===== src/rtl/gehc_pkg.sv =====
// shared constants, types and the arctangent table of the edge colorizer
`timescale 1ns / 1ps
package gehc_pkg;

    // magnitude fraction bits and rotation count of the angle unit
    localparam int MAG_FRAC_BITS = 8;
    localparam int CORDIC_STEPS  = 16;

    // magnitude and square root widths
    localparam int MAG_W  = 17;
    localparam logic [MAG_W-1:0] MAG_MAX = '1;
    localparam int SQ_W   = 17;
    localparam int RAD_W  = 2 * ((SQ_W + 2 * MAG_FRAC_BITS + 1) / 2);
    localparam int ROOT_W = RAD_W / 2;
    localparam int QUO_W  = 16;
    localparam int RES_W  = (ROOT_W > QUO_W) ? ROOT_W : QUO_W;
    localparam int SUB_W  = (ROOT_W + 3 > MAG_W + 2) ? ROOT_W + 3 : MAG_W + 2;
    localparam int RD_CNT_W = $clog2(RES_W);

    // normalized value and threshold
    localparam int V_W = 17;
    localparam logic [V_W-1:0] V_ONE = 17'h10000;
    localparam int THR_W = 16;
    localparam logic [THR_W-1:0] THR_RESET = 16'd5898;

    // angle in degrees Q.16
    localparam int ANG_W = 23;
    localparam logic [ANG_W-1:0] ANGLE_60 = 23'd3932160;
    localparam logic [ANG_W-1:0] ANGLE_90 = 23'd5898240;
    localparam int CD_W = 28;
    localparam int Z_W  = 26;
    localparam int CD_CNT_W = $clog2(CORDIC_STEPS);

    // operation codes
    typedef enum logic [1:0] {
        OP_CLEAR   = 2'd0,
        OP_MEASURE = 2'd1,
        OP_MAP     = 2'd2
    } op_t;

    // command to the root and divide unit
    typedef struct packed {
        logic start;
        logic is_div;
    } rd_cmd_t;

    // status of an iterative unit
    typedef struct packed {
        logic busy;
        logic done;
    } unit_stat_t;

    // atan(2^-i) in degrees Q.16, rounded to nearest
    function automatic logic [Z_W-1:0] atan_entry(input logic [4:0] idx);
        logic [Z_W-1:0] val;
        begin
            case (idx)
                5'd0:    val = Z_W'(2949120);
                5'd1:    val = Z_W'(1740967);
                5'd2:    val = Z_W'(919879);
                5'd3:    val = Z_W'(466945);
                5'd4:    val = Z_W'(234379);
                5'd5:    val = Z_W'(117305);
                5'd6:    val = Z_W'(58666);
                5'd7:    val = Z_W'(29335);
                5'd8:    val = Z_W'(14668);
                5'd9:    val = Z_W'(7334);
                5'd10:   val = Z_W'(3667);
                5'd11:   val = Z_W'(1833);
                5'd12:   val = Z_W'(917);
                5'd13:   val = Z_W'(458);
                5'd14:   val = Z_W'(229);
                5'd15:   val = Z_W'(115);
                5'd16:   val = Z_W'(57);
                5'd17:   val = Z_W'(29);
                5'd18:   val = Z_W'(14);
                5'd19:   val = Z_W'(7);
                5'd20:   val = Z_W'(4);
                5'd21:   val = Z_W'(2);
                5'd22:   val = Z_W'(1);
                default: val = '0;
            endcase
            return val;
        end
    endfunction

endpackage


===== src/rtl/gehc_rootdiv.sv =====
// shared subtract-compare unit: digit-serial square root and restoring divide
`timescale 1ns / 1ps
module gehc_rootdiv (
    input  logic                        clk,
    input  logic                        rst_n,
    input  gehc_pkg::rd_cmd_t           cmd,
    input  logic [7:0]                  gx,
    input  logic [7:0]                  gy,
    input  logic [gehc_pkg::MAG_W-1:0]  num,
    input  logic [gehc_pkg::MAG_W-1:0]  den,
    output gehc_pkg::unit_stat_t        stat,
    output logic [gehc_pkg::MAG_W-1:0]  mag,
    output logic [gehc_pkg::QUO_W-1:0]  quo
);

    localparam int WIDE_W = gehc_pkg::ROOT_W + gehc_pkg::MAG_W;

    logic                             busy_reg;
    logic                             done_reg;
    logic                             div_reg;
    logic [gehc_pkg::RD_CNT_W-1:0]    cnt_reg;
    logic [gehc_pkg::SUB_W-1:0]       rem_reg;
    logic [gehc_pkg::RAD_W-1:0]       rad_reg;
    logic [gehc_pkg::RES_W-1:0]       res_reg;
    logic [gehc_pkg::MAG_W-1:0]       den_reg;

    logic [15:0]                      gx2;
    logic [15:0]                      gy2;
    logic [gehc_pkg::SQ_W-1:0]        sq;
    logic [gehc_pkg::SUB_W-1:0]       op_a;
    logic [gehc_pkg::SUB_W-1:0]       op_b;
    logic [gehc_pkg::SUB_W:0]         diff;
    logic                             ge;
    logic [WIDE_W-1:0]                root_wide;

    // sum of squares of the gradient bytes
    assign gx2 = 16'(gx) * 16'(gx);
    assign gy2 = 16'(gy) * 16'(gy);
    assign sq  = gehc_pkg::SQ_W'(gx2) + gehc_pkg::SQ_W'(gy2);

    // operand select and the shared subtractor
    always_comb
    begin
        if (div_reg)
        begin
            op_a = {rem_reg[gehc_pkg::SUB_W-2:0], 1'b0};
            op_b = gehc_pkg::SUB_W'(den_reg);
        end
        else
        begin
            op_a = {rem_reg[gehc_pkg::SUB_W-3:0], rad_reg[gehc_pkg::RAD_W-1 -: 2]};
            op_b = gehc_pkg::SUB_W'({res_reg[gehc_pkg::ROOT_W-1:0], 2'b01});
        end
        diff = {1'b0, op_a} - {1'b0, op_b};
        ge   = !diff[gehc_pkg::SUB_W];
    end

    // iteration registers
    always_ff @(posedge clk or negedge rst_n)
    begin
        if (!rst_n)
        begin
            busy_reg <= 1'b0;
            done_reg <= 1'b0;
            div_reg  <= 1'b0;
            cnt_reg  <= '0;
            rem_reg  <= '0;
            rad_reg  <= '0;
            res_reg  <= '0;
            den_reg  <= '0;
        end
        else
        begin
            done_reg <= 1'b0;
            if (cmd.start)
            begin
                busy_reg <= 1'b1;
                div_reg  <= cmd.is_div;
                res_reg  <= '0;
                den_reg  <= den;
                rad_reg  <= gehc_pkg::RAD_W'(sq) << (2 * gehc_pkg::MAG_FRAC_BITS);
                if (cmd.is_div)
                begin
                    cnt_reg <= gehc_pkg::RD_CNT_W'(gehc_pkg::QUO_W - 1);
                    rem_reg <= gehc_pkg::SUB_W'(num);
                end
                else
                begin
                    cnt_reg <= gehc_pkg::RD_CNT_W'(gehc_pkg::ROOT_W - 1);
                    rem_reg <= '0;
                end
            end
            else if (busy_reg)
            begin
                rem_reg <= ge ? diff[gehc_pkg::SUB_W-1:0] : op_a;
                res_reg <= {res_reg[gehc_pkg::RES_W-2:0], ge};
                rad_reg <= rad_reg << 2;
                cnt_reg <= cnt_reg - 1'b1;
                if (cnt_reg == '0)
                begin
                    busy_reg <= 1'b0;
                    done_reg <= 1'b1;
                end
            end
        end
    end

    // saturated root and quotient
    assign root_wide = WIDE_W'(res_reg[gehc_pkg::ROOT_W-1:0]);
    assign mag = (root_wide > WIDE_W'(gehc_pkg::MAG_MAX)) ? gehc_pkg::MAG_MAX
                                                          : root_wide[gehc_pkg::MAG_W-1:0];
    assign quo = res_reg[gehc_pkg::QUO_W-1:0];

    assign stat.busy = busy_reg;
    assign stat.done = done_reg;

endmodule


===== src/rtl/gehc_cordic.sv =====
// vectoring rotation unit: gradient angle, one micro-rotation per cycle
`timescale 1ns / 1ps
module gehc_cordic (
    input  logic                        clk,
    input  logic                        rst_n,
    input  logic                        start,
    input  logic [7:0]                  gx,
    input  logic [7:0]                  gy,
    output logic                        busy,
    output logic [gehc_pkg::ANG_W-1:0]  angle
);

    logic                              busy_reg;
    logic [gehc_pkg::CD_CNT_W-1:0]     cnt_reg;
    logic signed [gehc_pkg::CD_W-1:0]  x_reg;
    logic signed [gehc_pkg::CD_W-1:0]  y_reg;
    logic [gehc_pkg::Z_W-1:0]          z_reg;
    logic [gehc_pkg::ANG_W-1:0]        angle_reg;

    logic signed [gehc_pkg::CD_W-1:0]  xs;
    logic signed [gehc_pkg::CD_W-1:0]  ys;
    logic                              y_pos;
    logic [gehc_pkg::Z_W-1:0]          step;
    logic signed [gehc_pkg::CD_W-1:0]  x_next;
    logic signed [gehc_pkg::CD_W-1:0]  y_next;
    logic [gehc_pkg::Z_W-1:0]          z_next;
    logic [gehc_pkg::ANG_W-1:0]        z_clamped;

    // one micro-rotation
    always_comb
    begin
        xs    = x_reg >>> cnt_reg;
        ys    = y_reg >>> cnt_reg;
        y_pos = !y_reg[gehc_pkg::CD_W-1] && (y_reg != '0);
        step  = gehc_pkg::atan_entry(5'(cnt_reg));
        if (y_pos)
        begin
            x_next = x_reg + ys;
            y_next = y_reg - xs;
            z_next = z_reg + step;
        end
        else
        begin
            x_next = x_reg - ys;
            y_next = y_reg + xs;
            z_next = z_reg - step;
        end
        // clamp to the first quadrant
        if (z_next[gehc_pkg::Z_W-1])
            z_clamped = '0;
        else if (z_next > gehc_pkg::Z_W'(gehc_pkg::ANGLE_90))
            z_clamped = gehc_pkg::ANGLE_90;
        else
            z_clamped = z_next[gehc_pkg::ANG_W-1:0];
    end

    // rotation registers
    always_ff @(posedge clk or negedge rst_n)
    begin
        if (!rst_n)
        begin
            busy_reg  <= 1'b0;
            cnt_reg   <= '0;
            x_reg     <= '0;
            y_reg     <= '0;
            z_reg     <= '0;
            angle_reg <= '0;
        end
        else if (start)
        begin
            cnt_reg <= '0;
            z_reg   <= '0;
            x_reg   <= gehc_pkg::CD_W'({gx, 16'h0000});
            y_reg   <= gehc_pkg::CD_W'({gy, 16'h0000});
            // axis cases resolve at once
            if (gy == 8'd0)
                angle_reg <= '0;
            else if (gx == 8'd0)
                angle_reg <= gehc_pkg::ANGLE_90;
            else
                busy_reg <= 1'b1;
        end
        else if (busy_reg)
        begin
            x_reg   <= x_next;
            y_reg   <= y_next;
            z_reg   <= z_next;
            cnt_reg <= cnt_reg + 1'b1;
            if (cnt_reg == gehc_pkg::CD_CNT_W'(gehc_pkg::CORDIC_STEPS - 1))
            begin
                busy_reg  <= 1'b0;
                angle_reg <= z_clamped;
            end
        end
    end

    assign busy  = busy_reg;
    assign angle = angle_reg;

endmodule


===== src/rtl/gehc_color.sv =====
// hsl to rgb mapping on one shared multiplier under a short sequencer
`timescale 1ns / 1ps
module gehc_color (
    input  logic                        clk,
    input  logic                        rst_n,
    input  logic                        start,
    input  logic [gehc_pkg::V_W-1:0]    vq,
    input  logic [gehc_pkg::ANG_W-1:0]  angle,
    output gehc_pkg::unit_stat_t        stat,
    output logic [7:0]                  red,
    output logic [7:0]                  green,
    output logic [7:0]                  blue,
    output logic [7:0]                  edge_strength
);

    typedef enum logic [2:0] {
        C_IDLE,
        C_MUL1,
        C_MUL2,
        C_FIN1,
        C_FIN2,
        C_FIN3
    } col_state_t;

    col_state_t                  state_reg;
    logic                        done_reg;
    logic [gehc_pkg::V_W-1:0]    vq_reg;
    logic                        low_hue_reg;
    logic [21:0]                 w_reg;
    logic [31:0]                 c32_reg;
    logic [53:0]                 p_reg;
    logic [34:0]                 s_reg;
    logic [33:0]                 t_reg;
    logic [37:0]                 t15_reg;
    logic [56:0]                 u_reg;
    logic [7:0]                  zb_reg;
    logic [7:0]                  red_reg;
    logic [7:0]                  green_reg;
    logic [7:0]                  blue_reg;
    logic [7:0]                  edge_reg;

    logic [17:0]                 twice;
    logic [17:0]                 dev;
    logic [17:0]                 a_fac;
    logic [31:0]                 mul_a;
    logic [21:0]                 mul_b;
    logic [53:0]                 prod;
    logic [gehc_pkg::V_W+7:0]    v255;
    logic                        low_hue;
    logic [21:0]                 w;
    logic [42:0]                 s255;
    logic [41:0]                 t255;
    logic [61:0]                 u17;
    logic [7:0]                  xb;

    // chroma factor (1 - |2v - 1|) and hue weight |h - 240|
    always_comb
    begin
        twice   = {vq_reg, 1'b0};
        dev     = (twice >= 18'h10000) ? twice - 18'h10000 : 18'h10000 - twice;
        a_fac   = 18'h10000 - dev;
        low_hue = angle < gehc_pkg::ANGLE_60;
        w       = low_hue ? 22'(gehc_pkg::ANGLE_60 - angle)
                          : 22'(angle - gehc_pkg::ANGLE_60);
        v255    = {vq, 8'h00} - (gehc_pkg::V_W + 8)'(vq);
    end

    // shared multiplier
    always_comb
    begin
        if (state_reg == C_MUL1)
        begin
            mul_a = 32'(a_fac);
            mul_b = 22'(vq_reg);
        end
        else
        begin
            mul_a = c32_reg;
            mul_b = w_reg;
        end
        prod = 54'(mul_a) * 54'(mul_b);
    end

    // final scaling by 255 and by 17 as shift-add
    always_comb
    begin
        s255 = {s_reg, 8'h00} - 43'(s_reg);
        t255 = {t_reg, 8'h00} - 42'(t_reg);
        u17  = 62'({u_reg, 4'h0}) + 62'(u_reg);
        xb   = u17[58:51];
    end

    // sequencer and result registers
    always_ff @(posedge clk or negedge rst_n)
    begin
        if (!rst_n)
        begin
            state_reg   <= C_IDLE;
            done_reg    <= 1'b0;
            vq_reg      <= '0;
            low_hue_reg <= 1'b0;
            w_reg       <= '0;
            c32_reg     <= '0;
            p_reg       <= '0;
            s_reg       <= '0;
            t_reg       <= '0;
            t15_reg     <= '0;
            u_reg       <= '0;
            zb_reg      <= '0;
            red_reg     <= '0;
            green_reg   <= '0;
            blue_reg    <= '0;
            edge_reg    <= '0;
        end
        else
        begin
            done_reg <= 1'b0;
            case (state_reg)
                C_IDLE:
                begin
                    if (start)
                    begin
                        vq_reg      <= vq;
                        low_hue_reg <= low_hue;
                        w_reg       <= w;
                        edge_reg    <= v255[23:16];
                        state_reg   <= C_MUL1;
                    end
                end
                C_MUL1:
                begin
                    c32_reg   <= prod[31:0];
                    state_reg <= C_MUL2;
                end
                C_MUL2:
                begin
                    p_reg     <= prod;
                    s_reg     <= 35'({vq_reg, 17'h00000}) + 35'(c32_reg);
                    t_reg     <= {vq_reg, 17'h00000} - 34'(c32_reg);
                    state_reg <= C_FIN1;
                end
                C_FIN1:
                begin
                    t15_reg   <= {t_reg, 4'h0} - 38'(t_reg);
                    blue_reg  <= s255[40:33];
                    zb_reg    <= t255[40:33];
                    state_reg <= C_FIN2;
                end
                C_FIN2:
                begin
                    u_reg     <= 57'({p_reg, 1'b0}) + 57'({t15_reg, 18'h00000});
                    state_reg <= C_FIN3;
                end
                C_FIN3:
                begin
                    red_reg   <= low_hue_reg ? zb_reg : xb;
                    green_reg <= low_hue_reg ? xb : zb_reg;
                    done_reg  <= 1'b1;
                    state_reg <= C_IDLE;
                end
                default:
                begin
                    state_reg <= C_IDLE;
                end
            endcase
        end
    end

    assign stat.busy     = (state_reg != C_IDLE);
    assign stat.done     = done_reg;
    assign red           = red_reg;
    assign green         = green_reg;
    assign blue          = blue_reg;
    assign edge_strength = edge_reg;

endmodule


===== src/rtl/gradient_edge_hsl_colorize.sv =====
// top level of the two-pass gradient edge colorizer
//
//  channel   direction  signals                                  handshake
//  input     in         operation, grad_x, grad_y                in_valid / in_ready
//  result    out        red, green, blue, edge_strength          out_valid / out_ready
//  config    in         cfg_wr_data (edge threshold)             cfg_wr_en, no wait
//
// a clear transaction resets the extremes while the sequencer stays idle; a measure
// transaction runs the 17 digit steps of the square root on the shared subtractor.
// a map transaction runs the root, then a 16-step divide on the
// same subtractor, then the shared multiplier; the angle rotations
// run alongside the root. rst_n clears the extremes and loads the threshold.
// a waiting result does not block a new transaction until the next one is done.
`timescale 1ns / 1ps
module gradient_edge_hsl_colorize (
    input  logic        clk,
    input  logic        rst_n,
    input  logic        in_valid,
    output logic        in_ready,
    input  logic [1:0]  operation,
    input  logic [7:0]  grad_x,
    input  logic [7:0]  grad_y,
    output logic        out_valid,
    input  logic        out_ready,
    output logic [7:0]  red,
    output logic [7:0]  green,
    output logic [7:0]  blue,
    output logic [7:0]  edge_strength,
    input  logic        cfg_wr_en,
    input  logic [15:0] cfg_wr_data
);

    typedef enum logic [2:0] {
        S_IDLE,
        S_ROOT,
        S_DIV,
        S_THR,
        S_COLOR,
        S_OUT
    } state_t;

    state_t                          state_reg, state_next;
    logic                            map_reg, map_next;
    logic [gehc_pkg::MAG_W-1:0]      min_reg, min_next;
    logic [gehc_pkg::MAG_W-1:0]      max_reg, max_next;
    logic [gehc_pkg::THR_W-1:0]      thr_reg, thr_next;
    logic [gehc_pkg::V_W-1:0]        vq_reg, vq_next;
    logic                            out_valid_reg, out_valid_next;
    logic [7:0]                      red_reg, red_next;
    logic [7:0]                      green_reg, green_next;
    logic [7:0]                      blue_reg, blue_next;
    logic [7:0]                      edge_reg, edge_next;

    gehc_pkg::rd_cmd_t               rd_cmd;
    gehc_pkg::unit_stat_t            rd_stat;
    logic [gehc_pkg::MAG_W-1:0]      rd_num;
    logic [gehc_pkg::MAG_W-1:0]      rd_den;
    logic [gehc_pkg::MAG_W-1:0]      rd_mag;
    logic [gehc_pkg::QUO_W-1:0]      rd_quo;
    logic                            cd_start;
    logic                            cd_busy;
    logic [gehc_pkg::ANG_W-1:0]      cd_angle;
    logic                            col_start;
    gehc_pkg::unit_stat_t            col_stat;
    logic [gehc_pkg::V_W-1:0]        col_vq;
    logic [7:0]                      col_red;
    logic [7:0]                      col_green;
    logic [7:0]                      col_blue;
    logic [7:0]                      col_edge;

    gehc_rootdiv u_rootdiv (
        .clk   (clk),
        .rst_n (rst_n),
        .cmd   (rd_cmd),
        .gx    (grad_x),
        .gy    (grad_y),
        .num   (rd_num),
        .den   (rd_den),
        .stat  (rd_stat),
        .mag   (rd_mag),
        .quo   (rd_quo)
    );

    gehc_cordic u_cordic (
        .clk   (clk),
        .rst_n (rst_n),
        .start (cd_start),
        .gx    (grad_x),
        .gy    (grad_y),
        .busy  (cd_busy),
        .angle (cd_angle)
    );

    gehc_color u_color (
        .clk           (clk),
        .rst_n         (rst_n),
        .start         (col_start),
        .vq            (col_vq),
        .angle         (cd_angle),
        .stat          (col_stat),
        .red           (col_red),
        .green         (col_green),
        .blue          (col_blue),
        .edge_strength (col_edge)
    );

    // divide operands and thresholded value
    assign rd_num = rd_mag - min_reg;
    assign rd_den = max_reg - min_reg;
    assign col_vq = (vq_reg <= gehc_pkg::V_W'(thr_reg)) ? '0 : vq_reg;
    assign in_ready = (state_reg == S_IDLE);

    // sequencer next state
    always_comb
    begin
        state_next     = state_reg;
        map_next       = map_reg;
        min_next       = min_reg;
        max_next       = max_reg;
        vq_next        = vq_reg;
        red_next       = red_reg;
        green_next     = green_reg;
        blue_next      = blue_reg;
        edge_next      = edge_reg;
        out_valid_next = out_valid_reg && !out_ready;
        thr_next       = cfg_wr_en ? cfg_wr_data : thr_reg;
        rd_cmd         = '0;
        cd_start       = 1'b0;
        col_start      = 1'b0;
        case (state_reg)
            S_IDLE:
            begin
                if (in_valid)
                begin
                    case (operation)
                        gehc_pkg::OP_CLEAR:
                        begin
                            min_next = gehc_pkg::MAG_MAX;
                            max_next = '0;
                        end
                        gehc_pkg::OP_MEASURE:
                        begin
                            rd_cmd.start = 1'b1;
                            map_next     = 1'b0;
                            state_next   = S_ROOT;
                        end
                        gehc_pkg::OP_MAP:
                        begin
                            rd_cmd.start = 1'b1;
                            cd_start     = 1'b1;
                            map_next     = 1'b1;
                            state_next   = S_ROOT;
                        end
                        default:
                        begin
                        end
                    endcase
                end
            end
            S_ROOT:
            begin
                if (rd_stat.done)
                begin
                    if (!map_reg)
                    begin
                        // measuring pass: track extremes
                        if (rd_mag < min_reg)
                            min_next = rd_mag;
                        if (rd_mag > max_reg)
                            max_next = rd_mag;
                        state_next = S_IDLE;
                    end
                    else if ((max_reg <= min_reg) || (rd_mag <= min_reg))
                    begin
                        vq_next    = '0;
                        state_next = S_THR;
                    end
                    else if (rd_mag >= max_reg)
                    begin
                        vq_next    = gehc_pkg::V_ONE;
                        state_next = S_THR;
                    end
                    else
                    begin
                        rd_cmd.start  = 1'b1;
                        rd_cmd.is_div = 1'b1;
                        state_next    = S_DIV;
                    end
                end
            end
            S_DIV:
            begin
                if (rd_stat.done)
                begin
                    vq_next    = gehc_pkg::V_W'(rd_quo);
                    state_next = S_THR;
                end
            end
            S_THR:
            begin
                if (!cd_busy)
                begin
                    col_start  = 1'b1;
                    state_next = S_COLOR;
                end
            end
            S_COLOR:
            begin
                if (col_stat.done)
                    state_next = S_OUT;
            end
            S_OUT:
            begin
                if (!out_valid_reg || out_ready)
                begin
                    red_next       = col_red;
                    green_next     = col_green;
                    blue_next      = col_blue;
                    edge_next      = col_edge;
                    out_valid_next = 1'b1;
                    state_next     = S_IDLE;
                end
            end
            default:
            begin
                state_next = S_IDLE;
            end
        endcase
    end

    // state and registered outputs
    always_ff @(posedge clk or negedge rst_n)
    begin
        if (!rst_n)
        begin
            state_reg     <= S_IDLE;
            map_reg       <= 1'b0;
            min_reg       <= gehc_pkg::MAG_MAX;
            max_reg       <= '0;
            thr_reg       <= gehc_pkg::THR_RESET;
            vq_reg        <= '0;
            out_valid_reg <= 1'b0;
            red_reg       <= '0;
            green_reg     <= '0;
            blue_reg      <= '0;
            edge_reg      <= '0;
        end
        else
        begin
            state_reg     <= state_next;
            map_reg       <= map_next;
            min_reg       <= min_next;
            max_reg       <= max_next;
            thr_reg       <= thr_next;
            vq_reg        <= vq_next;
            out_valid_reg <= out_valid_next;
            red_reg       <= red_next;
            green_reg     <= green_next;
            blue_reg      <= blue_next;
            edge_reg      <= edge_next;
        end
    end

    assign out_valid     = out_valid_reg;
    assign red           = red_reg;
    assign green         = green_reg;
    assign blue          = blue_reg;
    assign edge_strength = edge_reg;

    // new transaction only with the root/divide and color units free
    a_idle_units: assert property (@(posedge clk) disable iff (!rst_n)
        in_ready |-> (!rd_stat.busy && !col_stat.busy))
        else $error("transaction accepted while a unit is busy");

    // root or divide finishes only while the sequencer waits for it
    a_rd_done_state: assert property (@(posedge clk) disable iff (!rst_n)
        rd_stat.done |-> (state_reg == S_ROOT || state_reg == S_DIV))
        else $error("root/divide completion outside its wait state");

    // color completion only while waiting for it
    a_col_done_state: assert property (@(posedge clk) disable iff (!rst_n)
        col_stat.done |-> (state_reg == S_COLOR))
        else $error("color completion outside its wait state");

    // normalized value never above one
    a_vq_range: assert property (@(posedge clk) disable iff (!rst_n)
        vq_reg <= gehc_pkg::V_ONE)
        else $error("normalized value above one");

    // result appears only from the output state
    a_out_source: assert property (@(posedge clk) disable iff (!rst_n)
        $rose(out_valid_reg) |-> ($past(state_reg) == S_OUT))
        else $error("result raised outside output state");

endmodule


===== config.mk =====
export PLATFORM = sky130hd
export DESIGN_NAME = gradient_edge_hsl_colorize
export DESIGN_NICKNAME = d
export VERILOG_FILES = /design/src/rtl/gehc_pkg.sv /design/src/rtl/gehc_rootdiv.sv /design/src/rtl/gehc_cordic.sv /design/src/rtl/gehc_color.sv /design/src/rtl/gradient_edge_hsl_colorize.sv
export SDC_FILE = /design/constraint.sdc
export NUM_CORES = 2
export LEC_CHECK = 0
export ABC_CLOCK_PERIOD_IN_PS = 11200
export BUFFER_PORTS_ARGS = -buffer_cell sky130_fd_sc_hd__buf_4
export CORE_ASPECT_RATIO = 0.8
export CORE_MARGIN = 4
export CORE_UTILIZATION = 55
export DETAILED_ROUTE_END_ITERATION = 8
export GPL_TIMING_DRIVEN = 0
export PLACE_DENSITY = 0.71
export REMOVE_ABC_BUFFERS = 1
export SETUP_SLACK_MARGIN = 0.4
export SLEW_MARGIN = 20
export SYNTH_ARGS = -nofsm -noshare
export SYNTH_HDL_FRONTEND = slang
export SYNTH_HIERARCHICAL = 1
export SYNTH_SLANG_ARGS = --single-unit

===== constraint.sdc =====
create_clock -name clk -period 11.2 [get_ports clk]
set_clock_uncertainty 0.05 [all_clocks]
set_input_delay 0.56 -clock clk [delete_from_list [all_inputs] [get_ports clk]]
set_output_delay 0.56 -clock clk [all_outputs]
set_load 0.01 [all_outputs]

==> flow_metrics.tcl <==
set metrics [dict create \
    drt_iter0_markers 5995 \
    grt_max_degree 96 \
    leakagePower_nw 39.2 \
    post-route-min-period_ns 10.48 \
    initial_utilization_pct 55.3 \
    crit_path_start_kind "register" \
    cp_max_fo 13 \
    clockBufferDepth 3 \
    worstPathRequired_ns 11.75 \
    crit_type "reg -> reg" \
    finalNetCount 9564 \
    drive_gt1_share_pct 7.81 \
    status "complete, no violations" \
    rsz0062_at_grt "no" \
    ant_nets 0 \
    io_pins 73 \
    r2r_slack_ns 0.72 \
    place_hpwl_mm 167 \
    cts_tree "yes" \
    worst_pin_slew_ns 1.23 \
    insertion_delay_ns 0.69 \
    yosys_warnings 6 \
    place_inst 9900 \
    syn_area_mm2 0.0739 \
    reg2reg_to "u_color/p_reg[47]" \
    cp_slowest_stage_delay_ns 0.64 \
    via_count 61596 \
    htree_levels 3 \
    holdWs_ns 0.0424 \
    clkSinkCount 625 \
    dr.pass1.iters 9 \
    synth_cells 8438 \
    cts_buffers 76 \
    antenna_found_initial 7 \
    clk_pin_slew_ns 0.07 \
    wire_per_inst_um 21.4 \
    std_cell_rows 120 \
    area_growth_pct 7.06 \
    grt_pass1_vias 60910 \
    die_w_um 418 \
    die_area_mm2 0.140 \
    io_buffer_count 72 \
    setup_tns_ns 0 \
    critPathCaptureType "register" \
    r2r-start "u_color/vq_reg[3]" \
    period_share_pct 93.6 \
    cpMaxStageDelayCell "or4_4" \
    multiInputGateArea_mm2 0.0531 \
    hp-class "in -> reg" \
    max_cap_violations 0 \
    seq_area_mm2 0.0157 \
    finalHoldViolCount 0 \
    setup_viol 0 \
    worstHoldStart "cfg_wr_data[13]" \
    syn_avg_cell_area_um2 8.76 \
    cts_root_buf "clkbuf_16" \
    fmax_mhz 95.4 \
    fillers 11648 \
    whs_path_depth 3 \
    slew_violations 0 \
    place.gp.congestion 0.962 \
    fp.dieH_um 336 \
    wirelength_mm 215 \
    grt_overflow_total 0 \
    min_to "thr_reg[13]" \
    crit_top_cell "fa_1" \
    power-per-cell-area_mw_per_mm2 265 \
    largest_reg_flops 56 \
    grt_pass1_wl_mm 344 \
    fp.coreArea_mm2 0.134 \
    cp.arrival_ns 11.03 \
    track_usage_pct 30.8 \
    reg2regPathDepth 32 \
    ir_worst_vdd_mv 0.357 \
    slew-limit-headroom_pct 18.1 \
    instances_no_fill 10053 \
    drc 0 \
    vias_per_cell 6.13 \
]
## what timing repair did
item | CTS | global route
pin swaps | 2 | 5
endpoints found under the hold margin | 57 | 0
gates resized for setup | 28 | 32
buffers inserted | 3 | 4
endpoints found under the setup margin | 48 | 43
hold buffers | 1 | 0
## final cells by class
class	instances	area share [%]
antenna	8	0.0253
clock buffer	98	2.70
clock inverter	39	0.723
inverter	1004	4.76
multi-input combinational	6377	67.1
sequential	625	19.9
tap	1769	2.80
timing repair buffer	133	2.04
## through the flow
stage | util (%) | cell area (µm²) | setup slack, ns | total power, mW
after floorplan | - | 72100 | 0.881 | 14.5
after global placement | 56.0 | 74800 | -3.96 | 17.4
after detailed placement | 56.9 | 76100 | -0.913 | 17.9
after CTS | 59.1 | 78900 | 0.423 | 20.8
after global routing | 59.2 | 79100 | 0.417 | 22.7
final | 59.2 | 79100 | 0.722 | 21.0
## critical path: cells and delay by family, from the launching register on
kind | cells | cell delay (ns)
adder cells (fa/ha/maj) | 8 | 4.00
AO/OA/AOI/OAI | 12 | 3.23
AND/OR/NAND/NOR | 6 | 1.88
flip-flops | 1 | 0.57
buffers and inverters | 5 | 0.54
XOR/XNOR | 1 | 0.11
## routing by layer
metal | vias up | GRT usage, % | part of all wire [%]
li1 | 28099 | - | -
met1 | 30319 | 44.6 | 44
met2 | 2729 | 46.3 | 43
met3 | 447 | 6.28 | 9.6
met4 | 2 | 9.95 | 3.5
met5 | - | 0 | 0.0056
## worst max-delay path by stage
stage / slack, ns / endpoint / cells past startpoint / startpoint
3_5_place_dp: -0.91 / u_color/p_reg[47] / 30 / u_color/vq_reg[15]
5_1_grt: 0.42 / u_color/p_reg[50] / 31 / u_color/vq_reg[3]
2_1_floorplan: 0.88 / u_color/p_reg[46] / 27 / u_color/state_reg[2]
6_report: 0.72 / u_color/p_reg[47] / 32 / u_color/vq_reg[3]
4_1_cts: 0.42 / u_color/p_reg[30] / 31 / u_color/vq_reg[3]
3_3_place_gp: -3.96 / u_color/p_reg[53] / 24 / u_color/state_reg[2]
## cells in the final DEF, fill, tap and decap left out, types with 43 or more instances in the layout
cell type / instances
a211oi_1: 52
a21o_1: 198
a21oi_1: 412
a31oi_1: 58
and2_1: 93
and3_1: 164
buf_4: 86
clkbuf_16: 76
dfrtp_1: 584
fa_1: 681
ha_1: 626
inv_1: 998
mux2_2: 105
mux2i_1: 166
mux4_2: 64
nand2_1: 1139
nand2b_1: 72
nand3_1: 111
nand4_1: 63
nor2_1: 493
nor2b_1: 72
nor3_1: 87
o21a_1: 57
o21ai_0: 481
o21bai_1: 60
o31ai_1: 43
xnor2_1: 266
xor2_1: 148
## power by group
| group | internal [mW] | switching [mW] | leakage [nW] | total, mW |
|---|---|---|---|---|
| clock | 1.60 | 1.09 | 1.32 | 2.68 |
| combinational | 6.12 | 8.37 | 29.7 | 14.5 |
| sequential | 2.88 | 0.894 | 8.18 | 3.78 |
Power figures use the tool's default switching activity.
